**src/sv/snmp_pkg.sv**
```systemverilog
// ----------------------------------------------------------------------------
// snmp_pkg
// shared types and constants for the snmp get request parser
// ----------------------------------------------------------------------------
package snmp_pkg;

  localparam int OidDepth   = 16;
  localparam int OidIdxW    = $clog2(OidDepth);
  localparam int OidCntW    = $clog2(OidDepth + 1);
  localparam int MaxPayload = 2048;
  localparam int PosW       = $clog2(MaxPayload + 1);

  localparam logic [47:0] CommunityReset = 48'h737461747573;

  typedef enum logic [3:0] {
    PH_IDLE     = 4'd0,
    PH_OUTER    = 4'd1,
    PH_VERSION  = 4'd2,
    PH_COMMUNITY= 4'd3,
    PH_PDU      = 4'd4,
    PH_REQID    = 4'd5,
    PH_ERRSTAT  = 4'd6,
    PH_ERRIDX   = 4'd7,
    PH_VARLIST  = 4'd8,
    PH_VARBIND  = 4'd9,
    PH_OID      = 4'd10,
    PH_DONE     = 4'd11
  } phase_t;

  typedef enum logic [1:0] {
    ST_TAG  = 2'd0,
    ST_LENH = 2'd1,
    ST_LENX = 2'd2,
    ST_BODY = 2'd3
  } step_t;

  localparam logic [1:0] TargetNone    = 2'd0;
  localparam logic [1:0] TargetSensor  = 2'd1;
  localparam logic [1:0] TargetBattery = 2'd2;

  function automatic logic [7:0] expected_tag(input phase_t ph);
    logic [7:0] t;
    unique case (ph)
      PH_OUTER, PH_VARLIST, PH_VARBIND: t = 8'h30;
      PH_VERSION, PH_REQID, PH_ERRSTAT, PH_ERRIDX: t = 8'h02;
      PH_COMMUNITY: t = 8'h04;
      PH_PDU: t = 8'hA0;
      PH_OID: t = 8'h06;
      default: t = 8'h00;
    endcase
    return t;
  endfunction

endpackage

```
**src/sv/snmp_get_request_parser.sv**
```systemverilog
// ----------------------------------------------------------------------------
// snmp_get_request_parser
// byte-serial checker and decoder for snmp v1 get requests
// ----------------------------------------------------------------------------
// One payload byte is taken per word, one per clock with no gaps needed. Each
// byte's parse step is combinational and then registered; the word marked
// last_byte yields one result word, registered, in the next cycle. Input is
// held off only while a finished result is waiting and the output side stalls.
// ----------------------------------------------------------------------------
module snmp_get_request_parser (
  input  logic        clk,
  input  logic        rst,
  input  logic        cfg_we,
  input  logic [47:0] cfg_data,
  input  logic        in_valid,
  output logic        in_stall,
  input  logic [7:0]  data_byte,
  input  logic        first_byte,
  input  logic        last_byte,
  input  logic [10:0] payload_length,
  output logic        out_valid,
  input  logic        out_stall,
  output logic        verdict,
  output logic [1:0]  target,
  output logic [13:0] section,
  output logic [7:0]  sensor_column,
  output logic [31:0] request_id,
  output logic [31:0] error_status,
  output logic [31:0] error_index,
  output logic [4:0]  oid_bytes
);

  localparam int PW = snmp_pkg::PosW;
  localparam int CW = snmp_pkg::OidCntW;

  logic [47:0] community;

  snmp_pkg::phase_t phase, phase_next;
  snmp_pkg::step_t  step, step_next;
  logic [PW-1:0] pos, pos_next;
  logic [PW-1:0] tot, tot_next;
  logic [15:0] len_acc, len_acc_next;
  logic [15:0] remain, remain_next;
  logic [31:0] int_acc, int_acc_next;
  logic [31:0] rid, rid_next, est, est_next, eix, eix_next;
  logic        cmatch, cmatch_next;
  logic [CW-1:0] ocnt, ocnt_next;
  logic        rej, rej_next;
  logic [7:0]  oid [snmp_pkg::OidDepth];
  logic        oid_we;
  logic [snmp_pkg::OidIdxW-1:0] oid_wa;
  // phase reached by this byte, before the last-byte idle override
  snmp_pkg::phase_t fphase;

  logic accept;
  assign in_stall = out_valid && out_stall;
  assign accept   = in_valid && !in_stall;

  // per-byte parse step
  always_comb begin
    logic [PW-1:0] p;
    logic [15:0]   rem;
    logic [15:0]   flen;
    logic          fin, endel;
    logic [2:0]    k;
    logic [7:0]    want;
    phase_next = phase; step_next = step; pos_next = pos; tot_next = tot;
    len_acc_next = len_acc; remain_next = remain; int_acc_next = int_acc;
    rid_next = rid; est_next = est; eix_next = eix; cmatch_next = cmatch;
    ocnt_next = ocnt; rej_next = rej; oid_we = 1'b0;
    oid_wa = ocnt[snmp_pkg::OidIdxW-1:0];
    fin = 1'b0; endel = 1'b0; flen = '0; rem = '0; k = '0; want = '0;
    if (first_byte) begin
      phase_next = snmp_pkg::PH_OUTER; step_next = snmp_pkg::ST_TAG;
      pos_next = '0; tot_next = PW'(payload_length);
      len_acc_next = '0; remain_next = '0; int_acc_next = '0;
      rid_next = '0; est_next = '0; eix_next = '0;
      cmatch_next = 1'b1; ocnt_next = '0; rej_next = 1'b0;
    end
    p = pos_next;
    if (pos_next < PW'(snmp_pkg::MaxPayload)) pos_next = pos_next + 1'b1;
    if (!rej_next && phase_next != snmp_pkg::PH_IDLE && phase_next != snmp_pkg::PH_DONE) begin
      if (p >= tot_next) begin
        rej_next = 1'b1;
      end else begin
        rem = 16'(tot_next - p - 1'b1);
        unique case (step_next)
          snmp_pkg::ST_TAG: begin
            if (data_byte != snmp_pkg::expected_tag(phase_next)) rej_next = 1'b1;
            else step_next = snmp_pkg::ST_LENH;
          end
          snmp_pkg::ST_LENH: begin
            if (!data_byte[7]) begin
              fin = 1'b1; flen = {8'd0, data_byte};
            end else if (data_byte == 8'h81 || data_byte == 8'h82) begin
              remain_next = {9'd0, data_byte[6:0]};
              len_acc_next = '0;
              step_next = snmp_pkg::ST_LENX;
            end else begin
              rej_next = 1'b1;
            end
          end
          snmp_pkg::ST_LENX: begin
            len_acc_next = {len_acc_next[7:0], data_byte};
            remain_next = remain_next - 1'b1;
            if (remain_next == '0) begin
              fin = 1'b1; flen = len_acc_next;
            end
          end
          default: begin
            if (phase_next == snmp_pkg::PH_COMMUNITY) begin
              k = 3'(len_acc_next - remain_next);
              if (cmatch_next && len_acc_next - remain_next < 16'd6) begin
                want = community[8*(5-k) +: 8];
                if (want != data_byte) cmatch_next = 1'b0;
              end
            end else if (phase_next == snmp_pkg::PH_OID) begin
              if (ocnt_next < CW'(snmp_pkg::OidDepth)) begin
                oid_we = 1'b1; ocnt_next = ocnt_next + 1'b1;
              end
            end else if (remain_next == len_acc_next) begin
              int_acc_next = {{24{data_byte[7]}}, data_byte};
            end else begin
              int_acc_next = {int_acc_next[23:0], data_byte};
            end
            remain_next = remain_next - 1'b1;
            if (remain_next == '0) endel = 1'b1;
          end
        endcase
        if (fin) begin
          len_acc_next = flen;
          if (phase_next == snmp_pkg::PH_OUTER || phase_next == snmp_pkg::PH_PDU ||
              phase_next == snmp_pkg::PH_VARLIST || phase_next == snmp_pkg::PH_VARBIND) begin
            if (flen != '0 && flen != rem) rej_next = 1'b1;
            else begin
              phase_next = snmp_pkg::phase_t'(phase_next + 1'b1);
              step_next = snmp_pkg::ST_TAG;
            end
          end else if (flen > rem) begin
            rej_next = 1'b1;
          end else begin
            remain_next = flen; int_acc_next = '0;
            if (phase_next == snmp_pkg::PH_COMMUNITY) cmatch_next = (flen == 16'd6);
            if (phase_next == snmp_pkg::PH_OID) ocnt_next = '0;
            if (flen == '0) endel = 1'b1;
            else step_next = snmp_pkg::ST_BODY;
          end
        end
        if (endel) begin
          unique case (phase_next)
            snmp_pkg::PH_VERSION:   if (int_acc_next != '0) rej_next = 1'b1;
            snmp_pkg::PH_COMMUNITY: if (!cmatch_next) rej_next = 1'b1;
            snmp_pkg::PH_REQID:     rid_next = int_acc_next;
            snmp_pkg::PH_ERRSTAT:   est_next = int_acc_next;
            snmp_pkg::PH_ERRIDX:    eix_next = int_acc_next;
            default: ;
          endcase
          phase_next = snmp_pkg::phase_t'(phase_next + 1'b1);
          step_next = snmp_pkg::ST_TAG;
        end
      end
    end
    fphase = phase_next;
    if (last_byte) begin
      phase_next = snmp_pkg::PH_IDLE; step_next = snmp_pkg::ST_TAG;
    end
  end

  // result from the state after this byte
  logic        ok;
  logic [1:0]  r_target;
  logic [13:0] r_section;
  logic [7:0]  r_column;
  logic [7:0]  o [10];
  always_comb begin
    for (int i = 0; i < 10; i++) o[i] = (oid_we && i == int'(oid_wa)) ? data_byte : oid[i];
  end
  always_comb begin
    ok = !rej_next && fphase == snmp_pkg::PH_DONE;
    r_target = snmp_pkg::TargetNone; r_section = '0; r_column = '0;
    if (ok && ocnt_next >= CW'(5) && o[0] == 8'h2B && o[1] == 8'd6 && o[2] == 8'd1
        && o[3] == 8'd2 && o[4] == 8'd1) begin
      if (ocnt_next < CW'(6)) ok = 1'b0;
      else begin
        r_section = {6'd0, o[5]};
        if (o[5][7]) begin
          if (ocnt_next < CW'(7)) ok = 1'b0;
          else r_section = {o[5][6:0], o[6][6:0]} | {6'd0, o[6][7], 7'd0};
        end
        if (ok && r_section == 14'd99) begin
          if (ocnt_next < CW'(10)) ok = 1'b0;
          else if (o[6] == 8'd1 && o[7] == 8'd1 && o[8] == 8'd1) begin
            r_target = snmp_pkg::TargetSensor; r_column = o[9];
          end
        end else if (ok && r_section == 14'd233) begin
          r_target = snmp_pkg::TargetBattery;
        end
      end
    end
  end

  always_ff @(posedge clk) begin
    if (rst) begin
      community <= snmp_pkg::CommunityReset;
      phase <= snmp_pkg::PH_IDLE; step <= snmp_pkg::ST_TAG;
      pos <= '0; tot <= '0; len_acc <= '0; remain <= '0; int_acc <= '0;
      rid <= '0; est <= '0; eix <= '0; cmatch <= 1'b1; ocnt <= '0; rej <= 1'b0;
      out_valid <= 1'b0;
    end else begin
      if (cfg_we) community <= cfg_data;
      if (out_valid && !out_stall) out_valid <= 1'b0;
      if (accept) begin
        phase <= phase_next; step <= step_next; pos <= pos_next; tot <= tot_next;
        len_acc <= len_acc_next; remain <= remain_next; int_acc <= int_acc_next;
        rid <= rid_next; est <= est_next; eix <= eix_next; cmatch <= cmatch_next;
        ocnt <= ocnt_next; rej <= rej_next;
        if (last_byte) out_valid <= 1'b1;
      end
    end
  end

  always_ff @(posedge clk) begin
    if (accept && oid_we) oid[oid_wa] <= data_byte;
    if (accept && last_byte) begin
      if (ok) begin
        verdict <= 1'b0; target <= r_target; section <= r_section;
        sensor_column <= r_column; request_id <= rid_next; error_status <= est_next;
        error_index <= eix_next; oid_bytes <= 5'(ocnt_next);
      end else begin
        verdict <= 1'b1; target <= '0; section <= '0; sensor_column <= '0;
        request_id <= '0; error_status <= '0; error_index <= '0; oid_bytes <= '0;
      end
    end
  end

  assert property (@(posedge clk) disable iff (rst) in_stall |-> out_valid)
    else $error("input held off with no result pending");
  assert property (@(posedge clk) disable iff (rst) (out_valid && out_stall) |=> out_valid)
    else $error("stalled result dropped");
  assert property (@(posedge clk) disable iff (rst) ocnt <= CW'(snmp_pkg::OidDepth))
    else $error("oid count overflow");
  assert property (@(posedge clk) disable iff (rst) (accept && last_byte) |=> out_valid)
    else $error("last byte produced no result");

endmodule
```
**config.mk**
```make
export PLATFORM = sky130hd
export DESIGN_NAME = snmp_get_request_parser
export DESIGN_NICKNAME = d
export VERILOG_FILES = /design/src/sv/snmp_pkg.sv /design/src/sv/snmp_get_request_parser.sv
export SDC_FILE = /design/constraint.sdc
export NUM_CORES = 1
export LEC_CHECK = 0
export ABC_AREA = 1
export BUFFER_PORTS_ARGS = -buffer_cell sky130_fd_sc_hd__buf_2
export CAP_MARGIN = 20
export CORE_MARGIN = 2
export CORE_UTILIZATION = 60
export DETAILED_ROUTE_END_ITERATION = 10
export MAX_ROUTING_LAYER = met4
export PLACE_DENSITY_LB_ADDON = 0.25
export SETUP_SLACK_MARGIN = 0.02
export SLEW_MARGIN = 20
export SYNTH_ARGS = -nofsm -noshare
export SYNTH_HDL_FRONTEND = slang
export SYNTH_SLANG_ARGS = --single-unit
```
**constraint.sdc**
```tcl
create_clock -name clk -period 16.3 [get_ports clk]
set_input_delay 0.815 -clock clk [delete_from_list [all_inputs] [get_ports clk]]
set_output_delay 0.815 -clock clk [all_outputs]
set_load 0.1 [all_outputs]
```
# --- After elaboration in Yosys (flattened, before gate mapping) ---
# Memory sizes are Yosys's and may differ from the RTL's. A register that Yosys moved wholly into a read port is not among the register bits.
# Cells that the tools add are included.
word_totals:
  ff_bits: 364
  latch_bits: 0
  ramBits: 128
  mem_bits_ro: 80
  output_inout_bits: 128
  word_cells: 301
  n_memories: 2
classes:
  n_addsub: 9
  mul: 0
  div: 0
  n_lt_le_gt_ge: 9
  eq_ne: 40
  shift: 1
  mux: 166
  bitwise: 5
  n_reduce_logical: 47
memory_table:
  columns: ["name", "words", "word_bits", "rd", "rd_ports_with_merged_regs", "write_ports", "line_no", "rtl"]
  rows:
  - ["oid", 16, 8, 10, 1, 1, "snmp_get_request_parser.sv:49", "logic [7:0] oid [snmp_pkg::OidDepth];"]
  - ["(no name shown)", 16, 5, 1, 0, 0, "snmp_pkg.sv:43", "unique case (ph)"]
op_table:
  columns: ["cell", "n"]
  rows:
  - ["$mux W32", 27]
  - ["$mux W16", 17]
  - ["$mux W8", 12]
  - ["$pmux W16 S2", 3]
  - ["$mux W1", 59]
  - ["$mux W14", 4]
  - ["$mux W5", 11]
  - ["$shiftx A48 B33 Y8", 1]
  - ["$eq A8 B1 Y1 const B", 5]
  - ["$mux W4", 10]
  - ["$mux W12", 3]
  - ["$logic_not A16 Y1", 2]
  - ["$reduce_bool A32 Y1", 1]
  - ["$mux W2", 15]
  - ["$logic_and A1 B1 Y1", 29]
  - ["$eq A4 B4 Y1 const A", 5]
  - ["$eq A16 B16 Y1", 1]
  - ["$eq A16 B3 Y1 const B", 1]
  - ["$eq A4 B3 Y1 const B", 4]
  - ["$eq A4 B4 Y1 const B", 4]
  - ["$eq A8 B8 Y1 const B", 2]
  - ["$gt A16 B16 Y1", 1]
  - ["$lt A16 B3 Y1 const B", 1]
  - ["$ne A16 B16 Y1", 1]
  - ["40 further kinds", 58]

# --- Logic depth before layout (Yosys ltp) ---
# Gate-level depths: netlist (run 1).
logic_depth:
  word_depth: 36
  mapped_depth: 51
  ltp_nobuf: 46

# --- Worst setup path after synthesis (run 1) ---
# No wires, ideal clock.
synth_timing:
  kind: "input port to flip-flop"
  startpoint: "in out_stall"
  endpoint: "reg error_index[0], enable pin"
  setup_time_ns: 0.614
  t_arrival_ns: 7.449
  slack_ns: 8.237
  path_stages: 7
  path_buffers: 2
  cell_sequence: "nand2_1 inv_1 nor2_1 inv_1 clkbuf_1 clkbuf_1 nor2_1"
synth_via:
  elab_chain_cells: 4
synth_rtl:
  columns: ["item", "line_no", "rtl"]
  rows:
  - ["from (decl)", "snmp_get_request_parser.sv:22", "input logic out_stall,"]
  - ["$logic_and A1 B1 Y1", "snmp_get_request_parser.sv:56", "assign in_stall = out_valid && out_stall;"]
  - ["net in_stall", "snmp_get_request_parser.sv:16", "output logic in_stall,"]
  - ["$logic_not A1 Y1", "snmp_get_request_parser.sv:57", "assign accept = in_valid && !in_stall;"]
  - ["$logic_and A1 B1 Y1", "snmp_get_request_parser.sv:57", null]
  - ["$logic_and A1 B1 Y1", "snmp_get_request_parser.sv:224", "if (accept && last_byte) begin"]
  - ["to (signal assigned)", "snmp_get_request_parser.sv:228", "error_index <= eix_next; oid_bytes <= 5'(ocnt_next);"]
  - ["to (decl)", "snmp_get_request_parser.sv:29", "output logic [31:0] error_index,"]
# The timed path passes the listed nets, and every way through them passes these cells.
# A chain may end at the register's enable or synchronous reset.

# --- Worst setup path after layout (run 1) ---
layout_timing:
  startpoint: "in first_byte"
  endpoint: "reg sensor_column[1] (read register of oid) (data pin)"
layout_via:
  elab_chain_cells: 32
  elab_cells_between_ends: 191
  cone_classes: "8 x add/sub; 8 x order compare; 26 x eq/ne; 1 x shift; 106 x mux; 5 x bitwise; 36 x reduce/logical; 1 x memory"
layout_rtl:
  columns: ["item", "line_no", "rtl"]
  rows:
  - ["from (decl)", "snmp_get_request_parser.sv:18", "input logic first_byte,"]
  - ["$mux W16", "snmp_get_request_parser.sv:73", "if (first_byte) begin"]
  - ["$sub A16 B16 Y16", "snmp_get_request_parser.sv:113", "if (cmatch_next && len_acc_next - remain_next < 16'd6) begin"]
  - ["$sub A3 B3 Y4", "snmp_get_request_parser.sv:114", "want = community[8*(5-k) +: 8];"]
  - ["$shiftx A48 B33 Y8", "snmp_get_request_parser.sv:114", null]
  - ["$ne A8 B8 Y1", "snmp_get_request_parser.sv:115", "if (want != data_byte) cmatch_next = 1'b0;"]
  - ["$mux W1", "snmp_get_request_parser.sv:115", null]
  - ["$mux W1", "snmp_get_request_parser.sv:113", null]
  - ["$mux W1", "snmp_get_request_parser.sv:111", "if (phase_next == snmp_pkg::PH_COMMUNITY) begin"]
  - ["[16 not listed]", null, null]
  - ["$mux W1", "snmp_get_request_parser.sv:183", "if (ocnt_next < CW'(6)) ok = 1'b0;"]
  - ["$mux W1", "snmp_get_request_parser.sv:181", "if (ok && ocnt_next >= CW'(5) && o[0] == 8'h2B && o[1] == 8'd6 && o[2] == 8'd1"]
  - ["$mux W1 / $logic_and A1 B1 Y1 (equally long branches)", "snmp_get_request_parser.sv:191, snmp_get_request_parser.sv:190", null]
  - ["$mux W1", "snmp_get_request_parser.sv:190", "if (ok && r_section == 14'd99) begin"]
  - ["$mux W1", "snmp_get_request_parser.sv:183", null]
  - ["$mux W1", "snmp_get_request_parser.sv:181", null]
  - ["$not A1 Y1 (no line)", null, null]
  - ["$reduce_or A6 Y1 (no line) (*)", null, null]
  - ["to (decl)", "snmp_get_request_parser.sv:26", "output logic [7:0] sensor_column,"]
# Every way passes the cells marked *; elsewhere a longest branch is shown, timed or not. The select of a mux whose other input is x is not followed.

==> out/metrics.yaml, run 1 <==
global_routing:
  met1_usage: 0.427
  antenna_found_initial: 0
  grt_pass1_wl_mm: 111
  overflow: 0
  use_met3: 0.0454
  top_usage_layer: "met2"
  grtUsageTotal: 0.336
  grt_max_degree: 120
  met2_usage: 0.540
  grt_pass1_vias: 21400
setup_path:
  crit_top_cell: "nand3_1"
  rr_worst_depth: 38
  rr_startpoint: "pos[0]$_SDFFE_PP0P_"
  cp.required_ps: 16680
  crit_path_top_delay_cell: "nand4_1"
  start_kind: "input port"
  crit_fanout: 51
  slowest_delay_ps: 760
  rrSetupSlack_ps: 7430
  worstPathArrival_ps: 9740
  worstSetupPathType: "in -> reg"
  rr_endpoint: "sensor_column[1]$_SDFFCE_PP0P_"
  end_kind: "flip-flop"
synth:
  ys_types: 57
  yosysWarnings: 0
  synth-async-reset-ratio: 0
  synth_most_common_cell: "nand2_1"
  ys_top_cells_by_area: "edfxtp_1, dfxtp_1, nand2_1"
  syn_nets: 3370
  syn_area_um2: 24600
  yosysTopAreaCellShare: 0.251
  yosysTopAreaCell: "edfxtp_1"
  synthCells: 3233
  ys_seq_area_frac: 0.451
  synth_area_per_cell_um2: 7.62
  synth_flop_cell: "dfxtp_1"
  netlist_top_cells_count: "nand2_1, inv_1, nor2_1"
  synth.ff_latch_count: 452
  synth_edf_count: 206
die:
  die_w_um: 207
  ios: 202
  dieArea_um2: 42700
  die-height_um: 207
  num_rows: 74
  start_util: 0.606
  core-area_um2: 40600
drt:
  ant_nets: 0
  routedWlPerCell_um: 18.0
  drc: 0
  finalWirelength_mm: 70.3
  drtPass1Iterations: 7
  drt-initial-drc-count: 2273
  vias: 22900
  via_per_inst: 5.88
place:
  numPortBuffers: 201
  dp.cells: 3808
  dpl.hpwl_mm: 47.7
  gp_congestion: 0.969
clock_network:
  clock_path_buffers: 3
  postCtsResizedCells: 0
  worstSkewPairLatency_ps: 600
  cts_htree_levels: 2
  clock_sinks: 452
  numCtsBuffers: 47
  clk_pin_slew_ps: 60
  cts_setup_buffers: 0
  ctsHoldBuffers: 0
  cts_root_buf: "clkbuf_16"
  cts_tree: "done"
timing:
  hold_viol: 0
  finalCriticalPeriod_ps: 9350
  rsz0062_at_grt: "no"
  report.final.slew_viol_count: 0
  min_period_over_period: 0.574
  setup_viol: 0
  fin_worst_skew_ps: 19.7
  worst_pin_slew_ps: 1090
  slew-limit-headroom: 0.271
  clock.fmax_mhz: 107
  finalSetupTns_ps: 0
  timing.hold.ws_ps: 440
finish:
  num_antenna_cells: 0
  final_core_util: 0.671
  fill_cells: 3395
  fin_cells: 3895
  nets: 3462
  drive_gt1_frac: 0.111
  area_growth_pct: 10.7
pwr:
  p_per_area_nw_per_um2: 105
  ir_worst_vdd_v: 0.0000939
  p_total_mw: 2.88
  leakagePower_nw: 11.9
min_path:
  hold_start: "cfg_data[0]"
  hold_end: "community[0]$_SDFFE_PP1P_"
  hold_depth: 3
  hp-class: "in -> reg"
run_status:
  status: "finished clean"
job:
  max_cap_violations: 0
-- worst max-delay path, delay by kind of cell --
family	cells	cell delay, ps
simple gates	20	4630
compound gates	7	1420
buf+inv	7	1260
fa+ha+maj	3	970
mux	1	320
xor+xnor	1	280
-- power by group --
| group | internal [mW] | switching [mW] | leakage (nW) |
|---|---|---|---|
| combinational | 0.146 | 0.380 | 7.17 |
| clock | 0.634 | 0.456 | 0.765 |
| sequential | 1.23 | 0.0250 | 3.98 |
-- sequential cells by signal, summed over array words and instances (netlist names), 12 cells and up --
signal        flops
section          14
len_acc          16
oid              80
rid              32
remain           16
error_status     32
est              32
eix              32
community        48
pos              12
int_acc          32
tot              12
error_index      32
request_id       32
-- layout make-up --
| class | count | area [um^2] | area share |
|---|---|---|---|
| Clock buffer | 60 | 1280 | 0.0468 |
| Clock inverter | 27 | 282 | 0.0103 |
| Inverter | 402 | 1520 | 0.0556 |
| Multi-Input combinational cell | 2196 | 11200 | 0.412 |
| Sequential cell | 452 | 11100 | 0.407 |
| Tap cell | 532 | 666 | 0.0244 |
| Timing Repair Buffer | 226 | 1200 | 0.0439 |
-- metal layers --
| layer | routed length [um] | vias to the layer above | share of wire |
|---|---|---|---|
| li1 | - | 11000 | - |
| met1 | 28800 | 10700 | 0.41 |
| met2 | 33000 | 1006 | 0.47 |
| met3 | 5500 | 194 | 0.078 |
| met4 | 2960 | 0 | 0.042 |
| met5 | 0 | - | 0 |
-- layout by cell type, fill, tap and decap left out, types with 7 or more instances in the layout --
master / count
o32ai_1: 7
nor4_1: 19
buf_2: 201
clkinv_2: 13
edfxtp_1: 206
nand2_1: 691
xor2_1: 35
nor3_1: 45
o21ai_1: 12
buf_4: 24
or2_2: 19
ha_1: 61
nand2_2: 14
nor2_4: 10
xnor2_1: 11
clkbuf_1: 9
o22ai_1: 10
nand3_1: 219
nand4_1: 36
inv_2: 7
a22oi_1: 12
a21oi_1: 194
dfxtp_1: 246
inv_1: 390
nor2_1: 308
o21ai_0: 279
clkbuf_16: 48
a31oi_1: 9
o211ai_1: 143
-- how the worst max path moves through the flow --
stage | start | to | slack, ps | depth (start not counted)
after floorplan | out_stall | error_index[0]$_SDFFCE_PP0P_ | 8240 | 7
after global placement | first_byte | error_index[26]$_SDFFCE_PP0P_ | 7010 | 42
after detailed placement | first_byte | sensor_column[1]$_SDFFCE_PP0P_ | 6550 | 39
after CTS | first_byte | sensor_column[1]$_SDFFCE_PP0P_ | 7180 | 39
after global routing | first_byte | sensor_column[1]$_SDFFCE_PP0P_ | 6210 | 39
final | first_byte | sensor_column[1]$_SDFFCE_PP0P_ | 6950 | 39
-- kinds of logic (layout without fill, tap and decap cells) --
| kind of cell | after synthesis | count (layout) | share of synthesized area |
|---|---|---|---|
| DFF | 452 | 452 | 0.451 |
| buffers and inverters | 585 | 715 | 0.0946 |
| AOI/OAI and AO/OA | 697 | 697 | 0.163 |
| and+or+nand+nor | 1389 | 1389 | 0.242 |
| muxes | 1 | 1 | 0.000406 |
| xor gates and xnor gates | 46 | 46 | 0.0164 |
| adders and majority gates | 63 | 63 | 0.0326 |
-- per-stage QoR --
step,worst slack [ps],cell area (um^2)
2_1_floorplan,8240,24600
4_1_cts,7180,27300
3_3_place_gp,7010,25700
5_1_grt,6210,27300
6_report,6950,27300
3_5_place_dp,6550,25700
(Power assumes the default switching activity.)
==> run 2, diff against run 1 <==
==> constraint.sdc (replaced) <==
create_clock -name clk -period 9.6 [get_ports clk]
set_input_delay 0.48 -clock clk [delete_from_list [all_inputs] [get_ports clk]]
set_output_delay 0.48 -clock clk [all_outputs]
set_load 0.1 [all_outputs]
==> out/metrics.yaml, run 2 (synthesis gave the netlist of run 1 again) <==
setup_path:
  cp.required_ps: 9930
  crit_top_cell: "nand2_1"
  cp_top_family: "simple AND/OR/NAND/NOR gates"
  crit_path_top_delay_cell: "nand2_2"
  rr_worst_depth: 43
  rr_endpoint: "error_index[29]$_SDFFCE_PP0P_"
  rrSetupSlack_ps: 1420
  end_kind: "flip-flop"
  worstSetupPathType: "in -> reg"
  rr_startpoint: "pos[0]$_SDFFE_PP0P_"
  worstPathArrival_ps: 8680
  slowest_delay_ps: 670
  path_buf_inv: 6
  crit_fanout: 102
  start_kind: "input port"
finish:
  multi_input_area_um2: 11200
  regMostFlops: "oid"
  largest_reg_flops: 80
  final_area_um2: 27400
  final_common_cell: "nand2_1"
  fill_cells: 3318
  seqCellArea_um2: 11100
  top_regs: "oid x80, community x48"
  final_core_util: 0.673
  area_growth_pct: 11.1
  most-common-layout-cells: "nand2_1, inv_1, nor2_1"
  drive_gt1_frac: 0.111
  nets: 3461
drt:
  finalWirelength_mm: 70.7
  vias: 22900
  drc: 0
  routedWlPerCell_um: 18.1
  via_per_inst: 5.88
  drtPass1Iterations: 7
  ant_nets: 0
  drt-initial-drc-count: 2197
clock_network:
  cts_tree: "done"
  worstSkewPairLatency_ps: 600
  clock_sinks: 452
  postCtsResizedCells: 0
  cts_htree_levels: 2
  cts_root_buf: "clkbuf_16"
  clock_path_buffers: 3
  ctsHoldBuffers: 0
  clk_pin_slew_ps: 60
  cts_setup_buffers: 0
  numCtsBuffers: 46
place:
  post_dp_cell_area_um2: 25700
  dpl.hpwl_mm: 47.5
  gp_congestion: 0.957
  numPortBuffers: 201
pwr:
  leakagePower_nw: 12.0
  p_per_area_nw_per_um2: 182
  ir_worst_vdd_v: 0.000141
min_path:
  hold_start: "cfg_data[10]"
  hp-class: "in -> reg"
  hold_end: "community[10]$_SDFFE_PP1P_"
  hold_depth: 3
global_routing:
  antenna_found_initial: 3
  grt_pass1_wl_mm: 112
  overflow: 0
  grtUsageTotal: 0.341
  grt_pass1_vias: 21500
  grt_max_degree: 128
timing:
  finalSetupTns_ps: 0
  rsz0062_at_grt: "no"
  worst_pin_slew_ps: 1180
  fin_worst_skew_ps: 24.7
  setup_viol: 0
  clock.fmax_mhz: 120
  min_period_over_period: 0.870
  finalCriticalPeriod_ps: 8350
  report.final.slew_viol_count: 0
  hold_viol: 0
  slew-limit-headroom: 0.215
die:
  num_rows: 74
  ios: 202
  die-height_um: 207
  die_w_um: 207
  start_util: 0.606
  dieArea_um2: 42700
  core-area_um2: 40600
job:
  max_cap_violations: 0
run_status:
  status: "finished clean"
run 2: cell types whose count changed in the layout (fill, tap and decap cells not counted), sizes merged:
cell / previous run / this run
inv: 400 / 402
clkbuf: 60 / 63
clkinv: 22 / 12
diode: 0 / 3
bufinv: 5 / 8
run 2: metal layers:
| metal | up-vias | global-route usage | part of all wire |
|---|---|---|---|
| met4 | 0 | 0.138 | 0.036 |
| met3 | 166 | 0.0639 | 0.091 |
| met5 | - | - | 0 |
| met2 | 1121 | 0.546 | 0.47 |
| li1 | 11000 | - | - |
| met1 | 10600 | 0.426 | 0.41 |
run 2: stage by stage:
step	power, mW	setup slack [ps]	hold WS, ps	cells
4_1_cts	4.98	1420	87.8	3893
3_5_place_dp	3.06	864	439	3808
5_1_grt	5.17	458	105	3896
6_report	4.97	1250	107	3896
3_3_place_gp	3.04	1130	431	3808
2_1_floorplan	2.84	1620	421	3233
run 2: worst max-delay path by stage:
stage                              start                             to  slack [ps]  cells after the start
global route                  first_byte   request_id[24]$_SDFFCE_PP0P_         460                     43
global placement              first_byte  error_index[17]$_SDFFCE_PP0P_        1130                     43
CTS                           first_byte    request_id[5]$_SDFFCE_PP0P_        1420                     43
finish                        first_byte  error_index[29]$_SDFFCE_PP0P_        1250                     43
detailed placement            first_byte   request_id[24]$_SDFFCE_PP0P_         860                     43
floorplan           out_valid$_SDFF_PP0_   error_index[0]$_SDFFCE_PP0P_        1620                      7
run 2: worst reg2reg max path, delay by kind of cell, from the launching register on:
family                   cells  cell delay [ps]
adder cells (fa/ha/maj)      3              930
XOR/XNOR                     1              270
flip-flops                   1              330
AO/OA/AOI/OAI                7             1390
AND/OR/NAND/NOR             26             4290
buffers and inverters        6              720
run 2: layout make-up:
| class | count | area share |
|---|---|---|
| tap | 532 | 0.0243 |
| multi-input combinational | 2196 | 0.410 |
| timing repair buffer | 226 | 0.0447 |
| antenna | 3 | 0.000274 |
| inverter | 402 | 0.0554 |
| clock inverter | 22 | 0.0124 |
| sequential | 452 | 0.406 |
| clock buffer | 63 | 0.0470 |
run 2: where the power goes:
part	total [mW]	leakage (nW)	internal, mW	switching [mW]
sequential	2.14	3.98	2.09	0.0432
combinational	0.899	7.18	0.248	0.651
clock	1.93	0.791	1.16	0.773
